[config.mk]
export PLATFORM = sky130hd
export DESIGN_NAME = pulse_beat_detector_unit
export DESIGN_NICKNAME = d
export VERILOG_FILES = /design/src/hdl/pbd_pkg.sv /design/src/hdl/pbd_ring.sv /design/src/hdl/pbd_rate.sv /design/src/hdl/pulse_beat_detector_unit.sv
export SDC_FILE = /design/constraint.sdc
export NUM_CORES = 1
export LEC_CHECK = 0
export BUFFER_PORTS_ARGS = -buffer_cell sky130_fd_sc_hd__buf_4
export CORE_ASPECT_RATIO = 0.5
export CORE_UTILIZATION = 45
export DETAILED_ROUTE_END_ITERATION = 7
export PLACE_DENSITY = 0.59
export SYNTH_ARGS = -nofsm -noshare
export SYNTH_HDL_FRONTEND = slang
export SYNTH_SLANG_ARGS = --single-unit
[constraint.sdc]
create_clock -name clk -period 9.5 [get_ports clk]
set_clock_uncertainty 0.2 [all_clocks]
set_input_delay 1.425 -clock clk [delete_from_list [all_inputs] [get_ports clk]]
set_output_delay 1.425 -clock clk [all_outputs]
set_load 0.03 [all_outputs]
[src/hdl/pbd_pkg.sv]
package pbd_pkg;

	// Field and register widths.
	localparam int SampleW  = 12;
	localparam int FracW    = 4;
	localparam int LevelW   = SampleW + FracW;
	localparam int PeriodW  = 7;
	localparam int CountW   = 12;
	localparam int NW       = CountW + PeriodW;
	localparam int IntW     = 12;
	localparam int BpmW     = 8;
	localparam int CfgIdxW  = 2;
	localparam int CfgDataW = 12;

	// Interval ring.
	localparam int RingDepth = 10;
	localparam int RingIdxW  = $clog2(RingDepth);
	localparam int FillW     = $clog2(RingDepth + 1);
	localparam int SumW      = $clog2(RingDepth * (1 << IntW));

	// Average of the ring: sum times a rounded-up reciprocal of the depth.
	localparam int AvgW      = IntW;
	localparam int AvgShift  = SumW + $clog2(RingDepth);
	localparam int AvgRecipW = SumW + 2;
	localparam logic [AvgRecipW-1:0] AvgRecip =
		AvgRecipW'(((1 << AvgShift) + RingDepth - 1) / RingDepth);
	localparam int ProdW     = SumW + AvgRecipW;

	// Beats per minute: constant dividend over the average interval.
	localparam int QuotW = 16;
	localparam logic [QuotW-1:0] BpmNum = 16'd60000;
	localparam int DivCntW = $clog2(QuotW);

	// Division by five of the last interval, exact for 12-bit values.
	localparam int Div5ProdW = 24;
	localparam logic [Div5ProdW-1:0] Div5Recip = 24'd3277;
	localparam int Div5Shift = 14;
	localparam int Div5W     = 10;

	// Timing constants in milliseconds and reset values.
	localparam logic [NW-1:0]       BeatMinMs       = 19'd250;
	localparam logic [NW-1:0]       TimeoutMs       = 19'd2500;
	localparam logic [IntW-1:0]     IntervalReset   = 12'd600;
	localparam logic [PeriodW-1:0]  PeriodReset     = 7'd2;
	localparam logic [SampleW-1:0]  ThrDefaultReset = 12'd2048;

	// Configuration register indexes.
	localparam logic [CfgIdxW-1:0] CfgSamplePeriod     = 2'd0;
	localparam logic [CfgIdxW-1:0] CfgThresholdDefault = 2'd1;

	typedef struct packed {
		logic            start;
		logic            seed;
		logic [IntW-1:0] interval;
	} ring_cmd_t;

	typedef struct packed {
		logic            done;
		logic [SumW-1:0] sum;
	} ring_sts_t;

	typedef struct packed {
		logic            start;
		logic [SumW-1:0] sum;
	} rate_cmd_t;

	typedef struct packed {
		logic            done;
		logic [BpmW-1:0] bpm;
	} rate_sts_t;

endpackage

[src/hdl/pbd_ring.sv]
module pbd_ring (
	input  logic               clk,
	input  logic               arst_n,
	input  pbd_pkg::ring_cmd_t cmd,
	output pbd_pkg::ring_sts_t sts
);
	import pbd_pkg::*;

	typedef enum logic [1:0] {R_IDLE, R_UPD, R_DONE} ring_state_t;

	ring_state_t          state_q;
	logic [IntW-1:0]      ring_mem_q [RingDepth];
	logic [IntW-1:0]      rd_q;
	logic [IntW-1:0]      intv_q;
	logic [IntW-1:0]      seed_q;
	logic [RingIdxW-1:0]  head_q;
	logic [FillW-1:0]     fill_q;
	logic [SumW-1:0]      sum_q;
	logic                 rd_en;
	logic                 wr_en;
	logic [IntW-1:0]      oldest;

	// Read the oldest entry when a plain update starts; overwrite it with the new interval in the next cycle.
	assign rd_en = (state_q == R_IDLE) && cmd.start && !cmd.seed;
	assign wr_en = (state_q == R_UPD);

	// Entries not yet rewritten since seeding all hold the seed interval.
	assign oldest = (fill_q == FillW'(RingDepth)) ? rd_q : seed_q;

	// Ring storage.
	always_ff @(posedge clk) begin
		if (wr_en) begin
			ring_mem_q[head_q] <= intv_q;
		end
		if (rd_en) begin
			rd_q <= ring_mem_q[head_q];
		end
	end

	// Running sum, write pointer and fill count.
	always_ff @(posedge clk or negedge arst_n) begin
		if (!arst_n) begin
			state_q <= R_IDLE;
			head_q  <= '0;
			fill_q  <= '0;
			sum_q   <= '0;
		end else begin
			unique case (state_q)
				R_IDLE: begin
					if (cmd.start) begin
						intv_q <= cmd.interval;
						if (cmd.seed) begin
							seed_q  <= cmd.interval;
							head_q  <= '0;
							fill_q  <= '0;
							sum_q   <= SumW'(cmd.interval) * SumW'(RingDepth);
							state_q <= R_DONE;
						end else begin
							state_q <= R_UPD;
						end
					end
				end
				R_UPD: begin
					sum_q   <= sum_q - SumW'(oldest) + SumW'(intv_q);
					head_q  <= (head_q == RingIdxW'(RingDepth - 1)) ? '0 : head_q + 1'b1;
					if (fill_q != FillW'(RingDepth)) begin
						fill_q <= fill_q + 1'b1;
					end
					state_q <= R_DONE;
				end
				R_DONE: begin
					state_q <= R_IDLE;
				end
				default: begin
					state_q <= R_IDLE;
				end
			endcase
		end
	end

	assign sts.done = (state_q == R_DONE);
	assign sts.sum  = sum_q;

endmodule

[src/hdl/pbd_rate.sv]
module pbd_rate (
	input  logic               clk,
	input  logic               arst_n,
	input  pbd_pkg::rate_cmd_t cmd,
	output pbd_pkg::rate_sts_t sts
);
	import pbd_pkg::*;

	typedef enum logic [1:0] {RT_IDLE, RT_AVG, RT_DIV, RT_DONE} rate_state_t;

	rate_state_t         state_q;
	logic [ProdW-1:0]    prod_q;
	logic [AvgW-1:0]     avg_q;
	logic [AvgW-1:0]     rem_q;
	logic [QuotW-1:0]    dvd_q;
	logic [DivCntW-1:0]  cnt_q;
	logic [AvgW:0]       rem_sh;
	logic                qbit;
	logic [AvgW:0]       rem_diff;

	// One restoring step: shift in the next dividend bit and try the subtraction.
	assign rem_sh   = {rem_q, dvd_q[QuotW-1]};
	assign qbit     = (rem_sh >= {1'b0, avg_q});
	assign rem_diff = rem_sh - {1'b0, avg_q};

	// Average by reciprocal multiply, then sixteen divide steps.
	always_ff @(posedge clk or negedge arst_n) begin
		if (!arst_n) begin
			state_q <= RT_IDLE;
			cnt_q   <= '0;
		end else begin
			unique case (state_q)
				RT_IDLE: begin
					if (cmd.start) begin
						prod_q  <= ProdW'(cmd.sum) * ProdW'(AvgRecip);
						state_q <= RT_AVG;
					end
				end
				RT_AVG: begin
					avg_q   <= prod_q[AvgShift +: AvgW];
					rem_q   <= '0;
					dvd_q   <= BpmNum;
					cnt_q   <= '0;
					state_q <= RT_DIV;
				end
				RT_DIV: begin
					rem_q <= qbit ? rem_diff[AvgW-1:0] : rem_sh[AvgW-1:0];
					dvd_q <= {dvd_q[QuotW-2:0], qbit};
					cnt_q <= cnt_q + 1'b1;
					if (cnt_q == DivCntW'(QuotW - 1)) begin
						state_q <= RT_DONE;
					end
				end
				RT_DONE: begin
					state_q <= RT_IDLE;
				end
				default: begin
					state_q <= RT_IDLE;
				end
			endcase
		end
	end

	// A zero average yields an all-ones quotient and so saturates as well.
	assign sts.done = (state_q == RT_DONE);
	assign sts.bpm  = (|dvd_q[QuotW-1:BpmW]) ? {BpmW{1'b1}} : dvd_q[BpmW-1:0];

endmodule

[src/hdl/pulse_beat_detector_unit.sv]
// Channel   Direction  Handshake               Payload
// in        input      in_valid / in_ready     sample
// out       output     out_valid / out_ready   bpm, interval_ms, beat, pulse_active
// cfg       input      cfg_valid / cfg_ready   cfg_index, cfg_data
//
// One sample at a time: each sample passes ST_MUL, ST_EVAL and ST_OUT, and a beat that
// seeds or updates the ring also waits in ST_RING and ST_RATE;
// the 16-step restoring divider in pbd_rate sets the long case.
// Reset returns levels, flags and counters to their defaults; the ring is not cleared.
// A finished reading waits in the output register while the next sample is taken;
// the block stalls only when a new result is ready and the old one is not taken.
module pulse_beat_detector_unit (
	input  logic                           clk,
	input  logic                           arst_n,
	input  logic                           in_valid,
	output logic                           in_ready,
	input  logic [pbd_pkg::SampleW-1:0]    sample,
	output logic                           out_valid,
	input  logic                           out_ready,
	output logic [pbd_pkg::BpmW-1:0]       bpm,
	output logic [pbd_pkg::IntW-1:0]       interval_ms,
	output logic                           beat,
	output logic                           pulse_active,
	input  logic                           cfg_valid,
	output logic                           cfg_ready,
	input  logic [pbd_pkg::CfgIdxW-1:0]    cfg_index,
	input  logic [pbd_pkg::CfgDataW-1:0]   cfg_data
);
	import pbd_pkg::*;

	typedef enum logic [2:0] {ST_IDLE, ST_MUL, ST_EVAL, ST_RING, ST_RATE, ST_OUT} state_t;

	state_t               state_q;
	logic [PeriodW-1:0]   period_q;
	logic [SampleW-1:0]   thrdef_q;
	logic [SampleW-1:0]   sample_q;
	logic [CountW-1:0]    count_q;
	logic [IntW-1:0]      last_q;
	logic [LevelW-1:0]    peak_q;
	logic [LevelW-1:0]    trough_q;
	logic [LevelW-1:0]    thr_q;
	logic                 in_pulse_q;
	logic                 first_q;
	logic                 second_q;
	logic [BpmW-1:0]      bpm_q;
	logic [NW-1:0]        n_q;
	logic [Div5W-1:0]     div5_q;
	logic                 beat_q;
	logic                 ring_start_q;
	logic                 ring_seed_q;
	logic                 rate_start_q;
	logic                 out_valid_q;
	logic [BpmW-1:0]      out_bpm_q;
	logic [IntW-1:0]      out_interval_q;
	logic                 out_beat_q;
	logic                 out_pulse_q;

	logic [Div5ProdW-1:0] div5_prod;
	logic [LevelW-1:0]    s;
	logic [LevelW-1:0]    lvl_def;
	logic [IntW-1:0]      guard;
	logic                 n_gt_guard;
	logic                 lo;
	logic                 hi;
	logic [LevelW-1:0]    trough_n;
	logic [LevelW-1:0]    peak_n;
	logic                 beat_c;
	logic                 skip_end;
	logic                 timeout_c;
	logic                 end_pulse;
	logic [LevelW-1:0]    amp;
	logic [LevelW-1:0]    thr_mid;
	logic                 out_load;

	ring_cmd_t            ring_cmd;
	ring_sts_t            ring_sts;
	rate_cmd_t            rate_cmd;
	rate_sts_t            rate_sts;

	assign in_ready  = (state_q == ST_IDLE);
	assign cfg_ready = 1'b1;

	// The output register takes a new reading when it is empty or being emptied.
	assign out_load = (state_q == ST_OUT) && (!out_valid_q || out_ready);

	assign div5_prod = Div5ProdW'(last_q) * Div5Recip;

	// Per-sample decision on the registered elapsed time and guard interval.
	always_comb begin
		s          = {sample_q, {FracW{1'b0}}};
		lvl_def    = {thrdef_q, {FracW{1'b0}}};
		guard      = IntW'({div5_q, 1'b0}) + IntW'(div5_q);
		n_gt_guard = (n_q > NW'(guard));
		lo         = (s < thr_q);
		hi         = (s > thr_q);
		trough_n   = (lo && n_gt_guard && (s < trough_q)) ? s : trough_q;
		peak_n     = (hi && (s > peak_q)) ? s : peak_q;
		beat_c     = (n_q > BeatMinMs) && hi && !in_pulse_q && n_gt_guard;
		// The discarded first beat ends the step before pulse end and timeout.
		skip_end   = beat_c && first_q;
		timeout_c  = (n_q > TimeoutMs) && !skip_end;
		end_pulse  = lo && in_pulse_q && !skip_end;
		amp        = (peak_n >= trough_n) ? peak_n - trough_n : '0;
		thr_mid    = trough_n + (amp >> 1);
	end

	// Control, levels, configuration and the output register.
	always_ff @(posedge clk or negedge arst_n) begin
		if (!arst_n) begin
			state_q      <= ST_IDLE;
			period_q     <= PeriodReset;
			thrdef_q     <= ThrDefaultReset;
			count_q      <= '0;
			last_q       <= IntervalReset;
			peak_q       <= {ThrDefaultReset, {FracW{1'b0}}};
			trough_q     <= {ThrDefaultReset, {FracW{1'b0}}};
			thr_q        <= {ThrDefaultReset, {FracW{1'b0}}};
			in_pulse_q   <= 1'b0;
			first_q      <= 1'b1;
			second_q     <= 1'b0;
			bpm_q        <= '0;
			ring_start_q <= 1'b0;
			rate_start_q <= 1'b0;
			out_valid_q  <= 1'b0;
		end else begin
			// One-cycle start pulses for the ring and the divider.
			ring_start_q <= (state_q == ST_EVAL) && beat_c && !first_q && !timeout_c;
			rate_start_q <= (state_q == ST_RING) && ring_sts.done;

			// Output valid rises on a load and falls once the reading is taken.
			if (out_load) begin
				out_valid_q <= 1'b1;
			end else if (out_ready) begin
				out_valid_q <= 1'b0;
			end

			// The user must write registers only while no sample is in flight; the block does not enforce it.
			if (cfg_valid) begin
				unique case (cfg_index)
					CfgSamplePeriod:     period_q <= cfg_data[PeriodW-1:0];
					CfgThresholdDefault: thrdef_q <= cfg_data[SampleW-1:0];
					default: ;
				endcase
			end

			unique case (state_q)
				ST_IDLE: begin
					if (in_valid) begin
						sample_q <= sample;
						count_q  <= count_q + CountW'(1);
						state_q  <= ST_MUL;
					end
				end
				ST_MUL: begin
					n_q     <= NW'(count_q) * NW'(period_q);
					div5_q  <= div5_prod[Div5Shift +: Div5W];
					state_q <= ST_EVAL;
				end
				ST_EVAL: begin
					beat_q <= beat_c;
					if (timeout_c) begin
						thr_q      <= lvl_def;
						peak_q     <= lvl_def;
						trough_q   <= lvl_def;
						count_q    <= '0;
						first_q    <= 1'b1;
						second_q   <= 1'b0;
						bpm_q      <= '0;
						last_q     <= IntervalReset;
						in_pulse_q <= 1'b0;
						state_q    <= ST_OUT;
					end else begin
						peak_q   <= end_pulse ? thr_mid : peak_n;
						trough_q <= end_pulse ? thr_mid : trough_n;
						if (end_pulse) begin
							thr_q      <= thr_mid;
							in_pulse_q <= 1'b0;
						end
						if (beat_c) begin
							in_pulse_q <= 1'b1;
							last_q     <= n_q[IntW-1:0];
							count_q    <= '0;
							first_q    <= 1'b0;
							second_q   <= first_q;
						end
						if (beat_c && !first_q) begin
							ring_seed_q <= second_q;
							state_q     <= ST_RING;
						end else begin
							state_q <= ST_OUT;
						end
					end
				end
				ST_RING: begin
					if (ring_sts.done) begin
						state_q <= ST_RATE;
					end
				end
				ST_RATE: begin
					if (rate_sts.done) begin
						bpm_q   <= rate_sts.bpm;
						state_q <= ST_OUT;
					end
				end
				ST_OUT: begin
					if (out_load) begin
						out_bpm_q      <= bpm_q;
						out_interval_q <= last_q;
						out_beat_q     <= beat_q;
						out_pulse_q    <= in_pulse_q;
						state_q        <= ST_IDLE;
					end
				end
				default: begin
					state_q <= ST_IDLE;
				end
			endcase
		end
	end

	assign ring_cmd.start    = ring_start_q;
	assign ring_cmd.seed     = ring_seed_q;
	assign ring_cmd.interval = last_q;

	assign rate_cmd.start = rate_start_q;
	assign rate_cmd.sum   = ring_sts.sum;

	pbd_ring u_ring (
		.clk    (clk),
		.arst_n (arst_n),
		.cmd    (ring_cmd),
		.sts    (ring_sts)
	);

	pbd_rate u_rate (
		.clk    (clk),
		.arst_n (arst_n),
		.cmd    (rate_cmd),
		.sts    (rate_sts)
	);

	assign out_valid    = out_valid_q;
	assign bpm          = out_bpm_q;
	assign interval_ms  = out_interval_q;
	assign beat         = out_beat_q;
	assign pulse_active = out_pulse_q;

	// Before the first beat no rate is known and the ring is not armed.
	a_first_no_rate: assert property (@(posedge clk) disable iff (!arst_n)
		first_q |-> (bpm_q == '0 && !second_q))
		else $error("rate or ring armed before the first beat");

	// A ring update runs only once both beat flags are spent.
	a_ring_flags: assert property (@(posedge clk) disable iff (!arst_n)
		(state_q == ST_RING) |-> (!first_q && !second_q))
		else $error("ring update with first or second beat pending");

	// The ring completes only while the sequencer waits for it.
	a_ring_done: assert property (@(posedge clk) disable iff (!arst_n)
		ring_sts.done |-> (state_q == ST_RING))
		else $error("ring completion outside ring wait");

	// The divider completes only while the sequencer waits for it.
	a_rate_done: assert property (@(posedge clk) disable iff (!arst_n)
		rate_sts.done |-> (state_q == ST_RATE))
		else $error("rate completion outside rate wait");

endmodule

# After elaboration in Yosys (flattened, before gate mapping)
# Memories as Yosys holds them, arrays and structs flattened. A register that Yosys moved wholly into a read port is not among the register bits.
# Cells that the tools add are included.
# Widths: inputs -> output; s select.
word_totals:
  reg_bits: 300
  mem_bits_rw: 120
  input_bits: 31
  word_cells: 203
  mem_count: 1
mem_list:
  columns: ["memory", "words", "width", "read_ports", "rd_ports_with_merged_regs", "wr", "line", "rtl"]
  rows:
  - ["u_ring.ring_mem_q", 10, 12, 1, 1, 1, "pbd_ring.sv:12", "logic [IntW-1:0] ring_mem_q [RingDepth];"]
classes:
  add_sub_neg: 10
  mul: 4
  order_cmp: 9
  eq_ne: 26
  mux: 57
  bitwise_logic: 1
  reduce_logical: 59
op_table:
  columns: ["operator", "count"]
  rows:
  - ["$mux 16", 11]
  - ["$mux 12", 7]
  - ["$pmux 16 s2", 2]
  - ["$pmux 12 s2", 2]
  - ["$gt 16x16->1", 2]
  - ["$lt 16x16->1", 2]
  - ["$mul 16x16->31 const B", 1]
  - ["$mul 12x12->24 const B", 1]
  - ["$mux 8", 3]
  - ["$pmux 4 s2", 3]
  - ["$reduce_and 3->1", 7]
  - ["$reduce_and 2->1", 10]
  - ["$gt 19x12->1", 1]
  - ["$gt 19x12->1 const B", 1]
  - ["$gt 19x8->1 const B", 1]
  - ["$mul 12x7->19", 1]
  - ["$logic_and 1x1->1", 18]
  - ["$mux 3", 6]
  - ["$ne 2x2->1 const B", 9]
  - ["$pmux 3 s6", 1]
  - ["$add 16x12->16", 1]
  - ["$add 16x15->16", 1]
  - ["$ge 16x16->1", 1]
  - ["$mux 4", 4]
  - ["31 further kinds", 70]

# Longest topological paths before layout
depth:
  ltp_word: 10
  depth_mapped: 42
  depth_no_buf: 40

# Cells and area by module
# A second synthesis with hierarchy kept.
unflattened:
  cells_unflattened: 2796
  area_unflattened_um2: 31006.0
modules_own_cells:
  columns: ["mod", "instances", "cells_each", "area_each_um2", "seq_area_each_um2"]
  rows:
  - ["pulse_beat_detector_unit", 1, 1489, 14856.7, 4667.0]
  - ["pbd_ring", 1, 563, 8587.0, 5335.1]
  - ["pbd_rate", 1, 744, 7562.3, 1711.6]

# Worst setup path before layout
# Ideal clock, no wire load.
synth_path:
  kind: "register to register"
  start: "register div5_q[1]"
  end: "register peak_q[14]"
  setup_time_ns: 0.139
  arrival_ns: 7.810
  slack_ns: 1.351
  path_stages_with_launch: 43
  path_buffers: 2
  cell_sequence: "edfxtp_1 -> ha_1 -> fa_1 -> a21oi_1 -> nor2_1 -> nor2_1 -> o21bai_1 -> a21oi_1 -> o21bai_1 -> a21o_1 -> xor2_1 -> ha_1 -> o21ai_0 -> o21ai_0 -> a2111oi_0 -> o31a_1 -> buf_4 -> nor2_4 -> (+7 left out) -> a2111oi_2 -> o31a_1 -> a21oi_1 -> nand3_1 -> and3_1 -> o21a_1 -> nor2b_1 -> ha_1 -> fa_1 -> a21o_1 -> a21o_1 -> a21o_1 -> a211oi_1 -> o41ai_1 -> a21oi_1 -> xnor2_1 -> a22oi_1 -> o211ai_1"
synth_via:
  elab_chain_cells: 10
  word_cells_on_any_way: 16
  classes_between: "add/sub (3); order compare (2); mux (4); reduce/logical (7)"
synth_lines:
  columns: ["item", "line", "rtl"]
  rows:
  - ["start: declaration", "pulse_beat_detector_unit.sv:47", "logic [Div5W-1:0] div5_q;"]
  - ["start signal: assignment", "pulse_beat_detector_unit.sv:156", "div5_q <= div5_prod[Div5Shift +: Div5W];"]
  - ["$add 11x10->12 *", "pulse_beat_detector_unit.sv:92", "guard = IntW'({div5_q, 1'b0}) + IntW'(div5_q);"]
  - ["$gt 19x12->1 *", "pulse_beat_detector_unit.sv:93", "n_gt_guard = (n_q > NW'(guard));"]
  - ["$logic_and 1x1->1 (2 in series)", "pulse_beat_detector_unit.sv:96", "trough_n = (lo && n_gt_guard && (s < trough_q)) ? s : trough_q;"]
  - ["$mux 16", "pulse_beat_detector_unit.sv:96", null]
  - ["$sub 16x16->16 or $ge 16x16->1 (tied branches)", "pulse_beat_detector_unit.sv:103", "amp = (peak_n >= trough_n) ? peak_n - trough_n : '0;"]
  - ["$mux 16", "pulse_beat_detector_unit.sv:103", null]
  - ["$add 16x15->16", "pulse_beat_detector_unit.sv:104", "thr_mid = trough_n + (amp >> 1);"]
  - ["$mux 16", "pulse_beat_detector_unit.sv:173", "peak_q <= end_pulse ? thr_mid : peak_n;"]
  - ["$mux 16 *", "pulse_beat_detector_unit.sv:161", "if (timeout_c) begin"]
  - ["end signal: assignment", "pulse_beat_detector_unit.sv:115", "peak_q <= {ThrDefaultReset, {FracW{1'b0}}};"]
  - ["end signal: assignment", "pulse_beat_detector_unit.sv:163", "peak_q <= lvl_def;"]
  - ["end signal: assignment", "pulse_beat_detector_unit.sv:173", null]
  - ["end: declaration", "pulse_beat_detector_unit.sv:39", "logic [LevelW-1:0] peak_q;"]
# Every way passes the cells marked *; elsewhere a longest branch is shown, timed or not.
# A chain may end at the register's enable or synchronous reset.

# Worst setup path in the final report
# Same ends and word-level chain as after synthesis.

==> flow_metrics.py <==
metrics = {
    "outcome": {
        "outcome": "complete, no violations",
    },
    "power_and_ir_drop": {
        "powerDensity_nw_per_um2": 354.4,
        "ir_drop_mv": 0.5166,
        "leakage_nw": 15.28,
    },
    "critical_path": {
        "worst_ep_arrival_time_ns": 9.05,
        "start_kind": "register",
        "cp-end-kind": "register",
        "critPathRequiredTime_ns": 9.72,
        "path_class": "register to register",
        "reg2regPathDepth": 40,
        "cp_max_fo": 8,
        "cp_slowest_cell": "edfxtp_1",
        "max_stage_delay_ns": 0.45,
        "path_common_cell": "a21o_1",
    },
    "yosys": {
        "seq_area_frac_synth_pct": 38.63,
        "syn_area_per_cell_sq_um": 11.08,
        "synth-seq-cells": 413,
        "synthArstFlopShare_pct": 33.90,
        "syn_area_sq_um": 30330,
        "ys_warn_count": 0,
        "synth.net_count": 3333,
        "ys.flop_type": "edfxtp_1",
        "synthCells": 2737,
        "synth_edf_count": 273,
        "synth_cell_types": 92,
    },
    "finish": {
        "area_delta_synth_final_pct": 8.953,
        "fillers": 5980,
        "layout-drive-gt1-share_pct": 9.812,
        "regArea_sq_um": 11720,
        "fin_nets": 3387,
        "multi_input_area_sq_um": 16740,
        "antennaDiodeCount": 0,
    },
    "route": {
        "via_count": 19710,
        "finalWirelength_um": 66950,
        "first_pass_iters": 5,
        "drc": 0,
        "drt-wirelength-per-cell_um": 18.06,
        "initialDrtViolationCount": 1122,
        "viasPerCell": 5.317,
        "ant_nets": 0,
    },
    "die": {
        "die_y_um": 185.6,
        "fp-row-count": 66,
        "die_area_sq_um": 68490,
        "fp.dieW_um": 369.1,
        "ioPinCount": 56,
        "floorplan.initialDensity_pct": 46.08,
        "core_area_sq_um": 65820,
    },
    "grt": {
        "grtUsageMet1_pct": 29.23,
        "met3_usage_pct": 3.318,
        "busiest_layer": "met2",
        "use_met2_pct": 32.47,
        "grt_overflow": 0,
        "grt_pass1_vias": 20350,
        "grt_pass1_wl_um": 110200,
        "grt_max_degree": 58,
        "grt_antenna_before_repair": 1,
        "grt_use_total_pct": 20.33,
    },
    "placed_design": {
        "numPortBuffers": 54,
        "dp_hpwl_um": 51100,
        "gp_congestion": 0.8821,
        "dpl_worst_slack_ns": 0.3334,
    },
    "timing": {
        "setup_tns_ns": 0,
        "timing.final.crit_share_pct": 92.89,
        "slew_viol_final": 0,
        "maxSlewHeadroom_pct": 20.91,
        "grt_setup_unrepaired": "no",
        "setup_viol_count_final": 0,
        "fin_ws_ns": 0.6750,
        "max_freq_ghz": 0.1133,
        "period_needed_ns": 8.825,
        "hold_ws_ns": 0.2262,
        "worst_pin_slew_ns": 1.182,
        "final_hold_viol_count": 0,
    },
    "clocking": {
        "clk_pin_slew_ns": 0.06,
        "cts_tree": "yes",
        "h-tree-depth": 2,
        "cts_root_buffer": "clkbuf_16",
        "cts_buffer_depth": 3,
        "cts_buffers": 41,
        "insertion_delay_ns": 0.58,
        "ctsHoldBuffers": 0,
        "clkSinkCount": 413,
    },
    "hold_path": {
        "min_delay_path_depth": 0,
        "hp-class": "register to register",
    },
    "flow_run": {
        "drv_cap": 0,
    },
}
[area by class of cell]
cell class / count / share of cell area [%]
Timing Repair Buffer: 83 / 1.897
Sequential cell: 413 / 35.46
Multi-Input combinational cell: 1830 / 50.68
Clock buffer: 50 / 3.298
Inverter: 422 / 4.794
Clock inverter: 25 / 0.5264
Tap cell: 884 / 3.348
[per-layer routing]
layer,share of wire [%],vias to the layer above
li1,-,9625
met1,49,9726
met2,45,268
met3,3.9,91
met4,1.8,0
met5,0,-
[metrics by stage]
stage | std cells | total power [W] | utilization, % | instance area [sq um]
after global placement | 3631 | 0.01008 | 48.25 | 31760
after floorplan | 2737 | 0.008498 | - | 30330
after CTS | 3706 | 0.01182 | 50.17 | 33020
after detailed placement | 3631 | 0.01015 | 48.25 | 31760
final | 3707 | 0.01171 | 50.20 | 33040
after global routing | 3707 | 0.01303 | 50.20 | 33040
[where the power goes]
group	internal (W)	leakage, nW	total [W]	switching [W]
clock	0.000830	0.618	0.00157	0.000737
sequential	0.00243	4.29	0.00276	0.000325
combinational	0.00329	10.4	0.00738	0.00409
total	0.00655	15.3	0.0117	0.00516
[cells in the mapped netlist, types with 23 or more instances]
master	instances	area share [%]
nand3_1	79	1.3
xor2_1	34	0.98
edfxtp_1	273	27
mux2i_1	24	0.79
clkbuf_1	48	0.59
nor2_1	136	1.7
fa_1	185	12
o21ai_0	64	1.1
nor2b_1	30	0.62
mux4_2	24	1.8
o211ai_1	27	0.67
nand4_1	23	0.47
a21oi_1	102	1.7
and2_1	51	1.1
a21o_1	37	0.92
ha_1	380	16
nand2b_1	23	0.47
nor3_1	50	0.83
nand2_1	192	2.4
dfrtp_1	130	11
mux2_2	48	1.8
a211oi_1	32	0.79
inv_1	422	5.2
xnor2_1	71	2.1
[worst paths after layout]
kind / startpoint / end / slack, ns
hold reg to reg: u_rate.prod_q[26]$_DFFE_PP_ / u_rate.avg_q[6]$_DFFE_PP_ / 0.23
max in group asynchronous: arst_n / u_ring.head_q[0]$_DFFE_PN0P_ / 7.43
hold / removal: u_rate.prod_q[26]$_DFFE_PP_ / u_rate.avg_q[6]$_DFFE_PP_ / 0.23
min in group asynchronous: arst_n / peak_q[7]$_DFFE_PN0P_ / 0.57
setup reg to reg: div5_q[1]$_DFFE_PP_ / peak_q[14]$_DFFE_PN0P_ / 0.68
setup / recovery: div5_q[1]$_DFFE_PP_ / peak_q[14]$_DFFE_PN0P_ / 0.68
[layout by cell type (no fill, tap or decap), types with 24 or more instances in the layout]
master,instances
and2_1,51
a21o_1,37
mux2_2,48
nor3_1,50
a21oi_1,102
fa_1,185
o21ai_0,63
dfrtp_1,129
nand3_1,79
edfxtp_1,273
clkbuf_16,41
inv_1,422
nand2_1,192
buf_4,82
o211ai_1,27
a211oi_1,31
nor2b_1,30
nor2_1,133
ha_1,380
xnor2_1,71
mux4_2,24
xor2_1,34
mux2i_1,24
[worst max-delay path, delay by kind of cell, from the launching register on]
| family | cells | cell delay (ns) |
|---|---|---|
| flops | 1 | 0.45 |
| simple gates | 7 | 0.78 |
| compound gates | 23 | 4.78 |
| fa+ha+maj | 7 | 2.16 |
| xor+xnor | 2 | 0.24 |
| buf+inv | 1 | 0.06 |
[state kept, by name (all words and copies together), names as in the netlist, 10 cells and up]
| register | cells |
|---|---|
| u_ring.rd_q | 12 |
| sample_q | 12 |
| count_q | 12 |
| div5_q | 10 |
| u_rate.avg_q | 12 |
| thrdef_q | 12 |
| u_ring.ring_mem_q | 120 |
| peak_q | 16 |
| u_ring.intv_q | 12 |
| u_rate.dvd_q | 16 |
| interval_ms | 12 |
| n_q | 19 |
| u_rate.prod_q | 12 |
| u_rate.rem_q | 12 |
| last_q | 12 |
| thr_q | 16 |
| trough_q | 16 |
| u_ring.sum_q | 16 |
| u_ring.seed_q | 12 |
[repair_timing]
action	CTS	global route
resized for setup	0	5
endpoints found under the setup margin	0	17
setup buffers	0	1
[kinds of logic (layout without fill, tap and decap cells)]
logic type | Yosys count | after routing | share of synthesized area (%)
and+or+nand+nor | 664 | 664 | 10.79
adders and majority gates | 565 | 565 | 27.89
buffers and inverters | 494 | 580 | 6.288
DFF | 413 | 413 | 38.63
AOI/OAI and AO/OA | 394 | 394 | 8.751
xor gates and xnor gates | 105 | 105 | 3.033
muxes | 101 | 101 | 4.605
other | 1 | 1 | 0.01237
Power figures use the tool's default switching activity.
